## src/design/lsf_pkg.sv

```systemverilog
// Shared types, constants and helpers for the line substring filter.
package lsf_pkg;

	localparam int PATTERN_MAX_DEF = 16;
	localparam int PAT_BYTES       = 16;
	localparam int LEN_REG_W       = 5;
	localparam int CFG_INDEX_W     = 3;
	localparam int RESULT_DEPTH    = 3;

	typedef logic [PAT_BYTES-1:0][7:0] pattern_t;

	typedef enum logic [CFG_INDEX_W-1:0] {
		CFG_PAT_LOW  = 3'd0,
		CFG_PAT_HIGH = 3'd1,
		CFG_PAT_LEN  = 3'd2,
		CFG_FOLD     = 3'd3,
		CFG_INVERT   = 3'd4
	} cfg_index_t;

	typedef struct packed {
		logic selected;
		logic matched;
	} result_t;

	// ASCII A..Z to lower case when folding is on
	function automatic logic [7:0] fold_byte(input logic [7:0] b, input logic en);
		logic [7:0] r;
		r = b;
		if (en && (b >= 8'h41) && (b <= 8'h5A)) begin
			r = b + 8'h20;
		end
		return r;
	endfunction

endpackage

```

## src/design/lsf_cell.sv

```systemverilog
// One window cell: holds one line byte, passes it on, compares it to its pattern byte.
module lsf_cell #(
	parameter int IDX   = 0,
	parameter int LEN_W = 5
) (
	input  logic               clk,
	input  logic               shift_en,
	input  logic [7:0]         byte_in,
	output logic [7:0]         byte_out,
	input  lsf_pkg::pattern_t  pattern,
	input  logic [LEN_W-1:0]   len,
	input  logic               fold,
	output logic               hit
);

	logic [7:0] byte_q;
	logic [4:0] len5;
	logic [4:0] diff;
	logic [3:0] sel;
	logic       in_use;

	always_ff @(posedge clk) begin
		if (shift_en) begin
			byte_q <= byte_in;
		end
	end

	assign byte_out = byte_q;

	// cell IDX lines up with pattern byte len-1-IDX (pattern byte 0 is oldest)
	assign len5   = 5'(len);
	assign diff   = len5 - 5'(IDX + 1);
	assign sel    = diff[3:0];
	assign in_use = (len5 > 5'(IDX));

	assign hit = !in_use ||
		(lsf_pkg::fold_byte(byte_q, fold) == lsf_pkg::fold_byte(pattern[sel], fold));

endmodule

```

## src/design/lsf_result_fifo.sv

```systemverilog
// Small result queue between the compare stage and the output port.
module lsf_result_fifo (
	input  logic              clk,
	input  logic              arst_n,
	input  logic              push,
	input  lsf_pkg::result_t  push_data,
	input  logic              pop,
	output logic              out_valid,
	output lsf_pkg::result_t  out_data,
	output logic [1:0]        level
);

	lsf_pkg::result_t mem [lsf_pkg::RESULT_DEPTH];
	logic [1:0] wr_q;
	logic [1:0] rd_q;
	logic [1:0] level_q;
	logic       do_pop;

	assign do_pop    = pop && (level_q != 2'd0);
	assign out_valid = (level_q != 2'd0);
	assign level     = level_q;

	always_ff @(posedge clk) begin
		if (push) begin
			mem[wr_q] <= push_data;
		end
	end

	assign out_data = mem[rd_q];

	always_ff @(posedge clk or negedge arst_n) begin
		if (!arst_n) begin
			wr_q    <= '0;
			rd_q    <= '0;
			level_q <= '0;
		end else begin
			if (push) begin
				wr_q <= (wr_q == 2'(lsf_pkg::RESULT_DEPTH - 1)) ? 2'd0 : wr_q + 2'd1;
			end
			if (do_pop) begin
				rd_q <= (rd_q == 2'(lsf_pkg::RESULT_DEPTH - 1)) ? 2'd0 : rd_q + 2'd1;
			end
			case ({push, do_pop})
				2'b10:   level_q <= level_q + 2'd1;
				2'b01:   level_q <= level_q - 2'd1;
				default: level_q <= level_q;
			endcase
		end
	end

endmodule

```

## src/design/line_substring_filter.sv

```systemverilog
// Top level of the line substring filter: window cells, compare stage, result queue.
// Throughput: one request per clock, with or without line ends, unless the result queue fills and drops s_tready.
// A line's result is registered in the compare stage (end_s1), then queued, before it shows on m_tvalid.
// The window is a row of PATTERN_MAX cells; every cell compares in the same cycle.
// Reset (arst_n low) clears the pattern registers, line count, match flag and queue.
// Window bytes are not reset; the line count keeps stale bytes out of every compare.
module line_substring_filter #(
	parameter int PATTERN_MAX = lsf_pkg::PATTERN_MAX_DEF
) (
	input  logic        clk,
	input  logic        arst_n,
	// request stream in
	input  logic        s_tvalid,
	output logic        s_tready,
	input  logic [7:0]  s_tdata,   // [7:0] text_byte
	input  logic        s_tuser,   // [0] byte_valid
	input  logic        s_tlast,   // line_end
	// result stream out
	output logic        m_tvalid,
	input  logic        m_tready,
	output logic [7:0]  m_tdata,   // [0] line_matched, [1] line_selected, [7:2] zero
	// register writes
	input  logic        cfg_valid,
	output logic        cfg_ready,
	input  logic [lsf_pkg::CFG_INDEX_W-1:0] cfg_index,
	input  logic [63:0] cfg_data
);

	localparam int CNT_W = $clog2(PATTERN_MAX + 1);

	// ---------------------------------------------------------------
	// Register file. Writes are taken every cycle.
	// ---------------------------------------------------------------
	lsf_pkg::pattern_t          pattern_q;
	logic [lsf_pkg::LEN_REG_W-1:0] pat_len_q;
	logic                       fold_q;
	logic                       invert_q;

	assign cfg_ready = 1'b1;

	always_ff @(posedge clk or negedge arst_n) begin
		if (!arst_n) begin
			pattern_q <= '0;
			pat_len_q <= '0;
			fold_q    <= 1'b0;
			invert_q  <= 1'b0;
		end else if (cfg_valid) begin
			case (cfg_index)
				lsf_pkg::CFG_PAT_LOW:  pattern_q[7:0]  <= cfg_data;
				lsf_pkg::CFG_PAT_HIGH: pattern_q[15:8] <= cfg_data;
				lsf_pkg::CFG_PAT_LEN:  pat_len_q <= cfg_data[lsf_pkg::LEN_REG_W-1:0];
				lsf_pkg::CFG_FOLD:     fold_q    <= cfg_data[0];
				lsf_pkg::CFG_INVERT:   invert_q  <= cfg_data[0];
				default: ; // unknown index, write dropped
			endcase
		end
	end

	// lengths above the window size saturate to it
	logic [CNT_W-1:0] len_eff;
	assign len_eff = (32'(pat_len_q) > PATTERN_MAX) ? CNT_W'(PATTERN_MAX)
	                                                : CNT_W'(pat_len_q);

	// ---------------------------------------------------------------
	// Accept and line byte count.
	// ---------------------------------------------------------------
	logic             accept;
	logic             take_byte;
	logic [CNT_W-1:0] cnt_q;
	logic [CNT_W-1:0] cnt_next;

	assign accept    = s_tvalid && s_tready;
	assign take_byte = accept && s_tuser;

	// count saturates at the window size; that is all any compare needs
	assign cnt_next = (take_byte && (cnt_q != CNT_W'(PATTERN_MAX))) ? cnt_q + 1'b1 : cnt_q;

	always_ff @(posedge clk or negedge arst_n) begin
		if (!arst_n) begin
			cnt_q <= '0;
		end else if (accept) begin
			cnt_q <= s_tlast ? '0 : cnt_next;
		end
	end

	// ---------------------------------------------------------------
	// Window: a row of cells, newest byte in cell 0, shifting on each byte.
	// ---------------------------------------------------------------
	logic [PATTERN_MAX-1:0][7:0] tap;
	logic [PATTERN_MAX-1:0]      cell_hit;

	for (genvar i = 0; i < PATTERN_MAX; i++) begin : g_cell
		logic [7:0] cell_in;
		if (i == 0) begin : g_head
			assign cell_in = s_tdata;
		end else begin : g_body
			assign cell_in = tap[i-1];
		end
		lsf_cell #(
			.IDX   (i),
			.LEN_W (CNT_W)
		) u_cell (
			.clk      (clk),
			.shift_en (take_byte),
			.byte_in  (cell_in),
			.byte_out (tap[i]),
			.pattern  (pattern_q),
			.len      (len_eff),
			.fold     (fold_q),
			.hit      (cell_hit[i])
		);
	end

	// ---------------------------------------------------------------
	// Compare stage: looks at the window the cycle after the byte went in.
	// ---------------------------------------------------------------
	logic             cmp_s1;
	logic             end_s1;
	logic [CNT_W-1:0] cnt_s1;
	logic             found_q;
	logic             tail_hit;
	logic             found_now;

	always_ff @(posedge clk or negedge arst_n) begin
		if (!arst_n) begin
			cmp_s1 <= 1'b0;
			end_s1 <= 1'b0;
			cnt_s1 <= '0;
		end else begin
			cmp_s1 <= take_byte;
			end_s1 <= accept && s_tlast;
			cnt_s1 <= cnt_next;
		end
	end

	// pattern must fit in the bytes seen so far
	assign tail_hit  = cmp_s1 && (len_eff != '0) && (cnt_s1 >= len_eff) && (&cell_hit);
	assign found_now = found_q || tail_hit;

	always_ff @(posedge clk or negedge arst_n) begin
		if (!arst_n) begin
			found_q <= 1'b0;
		end else begin
			found_q <= end_s1 ? 1'b0 : found_now;
		end
	end

	// ---------------------------------------------------------------
	// Result queue. Three slots: the queue and the compare stage together
	// never hold more, since s_tready drops while they hold three results.
	// ---------------------------------------------------------------
	lsf_pkg::result_t res_in;
	lsf_pkg::result_t res_out;
	logic [1:0]       level;
	logic [2:0]       in_flight;

	assign res_in.matched  = (len_eff == '0) || found_now;
	assign res_in.selected = ((len_eff == '0) || found_now) ^ invert_q;

	lsf_result_fifo u_results (
		.clk       (clk),
		.arst_n    (arst_n),
		.push      (end_s1),
		.push_data (res_in),
		.pop       (m_tready),
		.out_valid (m_tvalid),
		.out_data  (res_out),
		.level     (level)
	);

	assign m_tdata   = {6'b0, res_out.selected, res_out.matched};
	assign in_flight = 3'(level) + 3'(end_s1);
	assign s_tready  = (in_flight <= 3'd2);

	// ---------------------------------------------------------------
	// Checks
	// ---------------------------------------------------------------
	a_no_overflow: assert property (@(posedge clk) disable iff (!arst_n)
		in_flight <= 3'(lsf_pkg::RESULT_DEPTH))
		else $error("result queue overrun");

	a_cnt_bound: assert property (@(posedge clk) disable iff (!arst_n)
		32'(cnt_q) <= PATTERN_MAX)
		else $error("line byte count beyond window");

	a_push_shows: assert property (@(posedge clk) disable iff (!arst_n)
		end_s1 |=> m_tvalid)
		else $error("line result not presented");

endmodule
```

## config.mk

```make
export PLATFORM = sky130hd
export DESIGN_NAME = line_substring_filter
export DESIGN_NICKNAME = d
export VERILOG_FILES = /design/src/design/lsf_pkg.sv /design/src/design/lsf_cell.sv /design/src/design/lsf_result_fifo.sv /design/src/design/line_substring_filter.sv
export SDC_FILE = /design/constraint.sdc
export NUM_CORES = 1
export LEC_CHECK = 0
export ABC_AREA = 0
export BUFFER_PORTS_ARGS = -buffer_cell sky130_fd_sc_hd__buf_2
export CAP_MARGIN = 20
export CORE_MARGIN = 2
export CORE_UTILIZATION = 40
export CTS_BUF_LIST = sky130_fd_sc_hd__clkbuf_2 sky130_fd_sc_hd__clkbuf_4 sky130_fd_sc_hd__clkbuf_8
export DETAILED_ROUTE_END_ITERATION = 12
export SYNTH_ARGS = -nofsm -noshare
export SYNTH_HDL_FRONTEND = slang
export SYNTH_SLANG_ARGS = --single-unit
```

## constraint.sdc

```tcl
create_clock -name clk -period 7.8 [get_ports clk]
set_input_delay 1.56 -clock clk [delete_from_list [all_inputs] [get_ports clk]]
set_output_delay 1.56 -clock clk [all_outputs]
set_load 0.02 [all_outputs]
```

==> impl.org <==
** Critical path
- STA classifies the critical path startpoint as a flip-flop.
- Data arrival time of the critical path :: 7500 ps
- CP peak stage delay :: 740 ps
- Family of cells with the greatest summed delay on the critical path :: simple AND/OR/NAND/NOR gates
- Crit path kind :: reg -> reg
- R2R Path Start :: pat_len_q[4]
- Along the worst path, the maximum fanout reaches 30.
- The worst setup path is captured at a flip-flop.
- Traced cell by cell, the critical path runs through nand2b_4 > buf_4 > ha_1 > inv_1 > ha_1 > nor3b_1 > a221oi_1 > o21ai_0 > nand2_1 > nor4_1 > or3_1 > mux2i_1 > nand4_1 > a221oi_1 > nand4_1 > o21ai_0.
- Data on the critical path is required at its endpoint by 8230 ps.
- Buf/Inv on CP :: 2
- Tracing the worst setup path back leads to its startpoint at pat_len_q[4].
- Max stage delay cell, worst path :: sky130_fd_sc_hd__a221oi_1

** Clock network
- Counting every sink on the clock net gives 288.
- Number of buffers inserted for hold repair after clock tree synthesis :: 0
- CTS built an H-tree with a depth of 2.
- Post-CTS repair changed the size of 0 cells.
- TritonCTS clock tree :: built
- CTS clk-pin slew, worst paths :: 70 ps
- The number of clock buffers added by TritonCTS is 53.
- Post-CTS timing repair inserted 0 buffers for setup.
- The root buffer cell chosen for the clock tree is sky130_fd_sc_hd__clkbuf_8.
- The clock reaches the later pin of the worst-skew pair after 700 ps.
- Clk buf depth :: 3

** Synthesis
- By area, the combinational part of the netlist is dominated by multiplexers.
- The synthesized design contains 288 register bits.
- Counting flops with a built-in enable in the synthesized netlist gives 134.
- Largest cells by area after synthesis :: sky130_fd_sc_hd__edfxtp_1 14%, sky130_fd_sc_hd__dfrtp_1 14%, sky130_fd_sc_hd__mux2i_1 12%
- After Yosys synthesis, full adders, half adders and majority gates account for 2.52% of the synthesized area.
- Share of flip-flops with an asynchronous set or reset :: 53.5%
- After synthesis, flip-flops and latches occupy 27.9% of the total area.
- In the synthesized netlist, the number of instances is 2,904.
- Library cells used by synthesis :: 103
- The Yosys step of the flow raised 0 warnings.
- Most used flip-flop cell after synthesis :: sky130_fd_sc_hd__dfrtp_1
- XOR/XNOR share of the synthesized area :: 4.69%
- Multiplexer cells account for 28.1% of the synthesized area.
- Synth Area in Compound Gates :: 16.6%
- Largest area contributor in the synthesized netlist :: sky130_fd_sc_hd__edfxtp_1
- In this run the mean area of a mapped cell was 9.73 um2.
- In this run the cell area of the synthesized design comes to 28,200 um2.
- Area share of the largest cell type after synthesis :: 14.2%
- Summing the areas of all and, or, nand and nor instances in the mapped netlist gives 15.1% of the synthesized area.

** Pwr
- In this run the power density over the cells is 412 nW/um2.
- In this run the power spent charging and discharging nets is 6.77 mW.
- Max IR drop VDD :: 0.212 mV
- Combinational power share :: 64.1%
- Registers are responsible for 22.6% of the overall power.
- Total power for the finished layout comes to 12.7 mW.
- Net switching is 53.4% of the power.
- Total internal power :: 5.91 mW
- For this design the static power due to leakage is 12.0 nW.
- The share of total power dissipated in the clock network is 13.3%.

** Global route
- Global routing usage summed across all routing layers :: 39.9%
- Antenna violations before repair :: 15
- Entering global routing, the biggest net connects 129 pins.
- First-pass GRT wire length :: 205 mm
- After global routing the overflow that remains totals 0.
- Via count of the first global-routing pass :: 25,600

** STA
- Post-layout minimum cycle time :: 7070 ps
- In this run the tightest slew margin relative to its limit is 19.9%.
- The final count of hold timing violations came to 0.
- Largest clock skew in the final design :: 47.0 ps
- Aggregate negative setup slack :: 0 ps
- Static timing analysis puts the maximum clock frequency at 0.142 GHz.
- Hold_ws :: 484 ps
- Setup violations remaining at the end of the flow were counted as 0.
- In the finished design, the share of the clock period the worst path needs comes to 90.6%.
- The max-slew violation total from the final report is 0.
- Unrepaired setup endpoints after global routing :: false
- For the pin with the worst max-slew slack, the measured transition is 1170 ps.

** Place
- Number of port buffers :: 85
- Routability-driven placement finished with a final weighted congestion of 1.14.
- Placed cell count :: 3,786
- Once placement finished, the instance area stood at 29,500 um2.
- HPWL after detailed placement :: 114 mm

** Routing
- In the routed layout, each cell is associated on average with a via count of 6.97.
- Summed over all nets, wire length on met3 after detailed routing comes to 14.5 mm.
- DRC violations left :: 0
- The count of nets left with antenna violations once routing finished came out at 0.
- Before antenna repair, the detailed router went through 8 iterations.
- The detailed router placed 27,200 vias in this run.
- Uppermost layer routed :: met5
- DR iter-0 viols :: 3,540
- After detailed routing, the wire length on met1 is 61.8 mm.
- Wire length after detailed routing :: 148 mm
- Wire length on met2 :: 61.7 mm
- In the final routed layout, each cell accounts on average for 38.1 um.

** Layout
- Fin cells :: 3,896
- Final #Nets :: 3,040
- Of the cells placed in the final design, the portion with a size suffix greater than 1 is 22.2%.
- After routing the design area is 30,800 um2.
- Compared with the post-synthesis result, the final layout area differs by 8.95%.
- Fill cell count :: 6,788

** Floorplanning
- Once the floorplan was initialized, standard cells occupied 40.3% of the core.
- Die area :: 72,800 um2
- Measured along the y axis, the die boundary spans 270 um.
- I/O pin cnt :: 93
- CORE AREA :: 70,000 um2
- Die width :: 270 um
- Std cell rows :: 97

** Hold path
- Source of the worst hold timing path :: g_cell[4].u_cell.byte_out[7]
- The min-delay analysis places its worst path in the category reg -> reg.

** Flow run
- MaxCap Viol Count :: 0

** Run status
- Run status :: finished clean
## metal layers
metal / global-route usage [%] / up-vias
li1: - / 11200
met1: 54.0 / 13800
met2: 57.3 / 1734
met3: 9.63 / 430
met4: 24.1 / 4
met5: 0 / -
## cells in the mapped netlist (all sizes together), types with 16 or more instances
cell,instances
mux2i,339
mux2,206
nand2,200
buf,165
dfrtp,154
a21oi,152
nor2,152
edfxtp,134
a211oi,123
nor3,101
mux4,97
xnor2,83
clkbuf,80
o21ai,79
xor2,62
nand3,59
ha,57
inv,48
nor4,39
o22ai,36
and3b,31
nor2b,28
and3,25
o211ai,25
nor3b,23
o21a,22
nand2b,21
or3,21
and2,18
nand4,18
a21o,17
a31oi,17
a221oi,16
## layout by cell type (no fill, tap or decap), types with 36 or more instances in the layout
cell	netlist	layout
sky130_fd_sc_hd__a211oi_1	121	121
sky130_fd_sc_hd__a21oi_1	148	147
sky130_fd_sc_hd__buf_2	97	85
sky130_fd_sc_hd__buf_4	33	91
sky130_fd_sc_hd__clkbuf_8	0	59
sky130_fd_sc_hd__dfrtp_1	154	152
sky130_fd_sc_hd__edfxtp_1	134	134
sky130_fd_sc_hd__ha_1	57	55
sky130_fd_sc_hd__inv_1	43	43
sky130_fd_sc_hd__mux2_2	206	206
sky130_fd_sc_hd__mux2i_1	336	336
sky130_fd_sc_hd__mux4_2	97	97
sky130_fd_sc_hd__nand2_1	200	200
sky130_fd_sc_hd__nand3_1	59	59
sky130_fd_sc_hd__nor2_1	150	150
sky130_fd_sc_hd__nor3_1	100	100
sky130_fd_sc_hd__nor4_1	39	36
sky130_fd_sc_hd__o21ai_0	76	76
sky130_fd_sc_hd__xnor2_1	82	79
sky130_fd_sc_hd__xor2_1	62	62
## power groups by stage
stage / combinational, mW / sequential [mW] / clock, mW
global route: 8.45 / 2.84 / 1.80
finish: 8.13 / 2.86 / 1.69
CTS: 7.83 / 2.80 / 1.73
floorplan: 5.31 / 2.22 / 0
global placement: 7.72 / 2.82 / 0
detailed placement: 7.80 / 2.83 / 0
## sequential cells by signal, summed over array words and instances, names as in the netlist
signal,cells
cnt_q,5
pattern_q,128
found_q,1
cnt_s1,5
u_results.wr_q,2
g_cell.u_cell.byte_out,128
pat_len_q,5
u_results.rd_q,2
u_results.mem,6
cmp_s1,1
u_results.level,2
fold_q,1
end_s1,1
invert_q,1
## metrics by stage
stage          utilization [%]  worst slack (ps)
2_1_floorplan                -              1880
3_3_place_gp              42.1              1080
3_5_place_dp              42.2              1090
4_1_cts                   43.9              1040
5_1_grt                   43.9               619
6_report                  43.9               734
## cells by family (layout without fill, tap and decap cells)
logic type / Yosys count / after routing
simple gates: 810 / 810
compound gates: 664 / 664
mux: 642 / 642
buf+inv: 294 / 330
flops: 288 / 288
xor+xnor: 147 / 147
fa+ha+maj: 57 / 57
other cells: 2 / 18
## final timing paths
| check | endpoint | cells after the start | slack [ps] |
|---|---|---|---|
| worst max-delay path | u_results.mem[1][0] | 16 | 730 |
| worst min-delay path | g_cell[5].u_cell.byte_out[7] | 0 | 480 |
| worst max register to register | u_results.mem[1][0] | 16 | 730 |
| worst min register to register | g_cell[5].u_cell.byte_out[7] | 0 | 480 |
| max in group asynchronous | pat_len_q[1] | 2 | 5360 |
| min in group asynchronous | pattern_q[30] | 1 | 930 |
## worst reg2reg max path, stage by stage (launching register included)
cell	delay (ps)
sky130_fd_sc_hd__dfrtp_2	690
sky130_fd_sc_hd__nand2b_4	260
sky130_fd_sc_hd__buf_4	440
sky130_fd_sc_hd__ha_1	420
sky130_fd_sc_hd__inv_1	140
sky130_fd_sc_hd__ha_1	680
sky130_fd_sc_hd__nor3b_1	670
sky130_fd_sc_hd__a221oi_1	170
sky130_fd_sc_hd__o21ai_0	310
sky130_fd_sc_hd__nand2_1	320
sky130_fd_sc_hd__nor4_1	600
sky130_fd_sc_hd__or3_1	220
sky130_fd_sc_hd__mux2i_1	250
sky130_fd_sc_hd__nand4_1	220
sky130_fd_sc_hd__a221oi_1	740
sky130_fd_sc_hd__nand4_1	300
sky130_fd_sc_hd__o21ai_0	420
## cell type report
class                   count  area [um2]  share of cell area (%)
diodes                     11        27.5                  0.0894
clock buffers              75         932                    3.03
clock inverters            24         285                   0.927
inverters                  49         186                   0.606
multi-input cells        2327       19100                    62.0
flip-flops and latches    288        7880                    25.6
well taps                 940        1180                    3.82
repair buffers            182        1210                    3.94
Note: power is estimated with default switching activity, not from simulation.
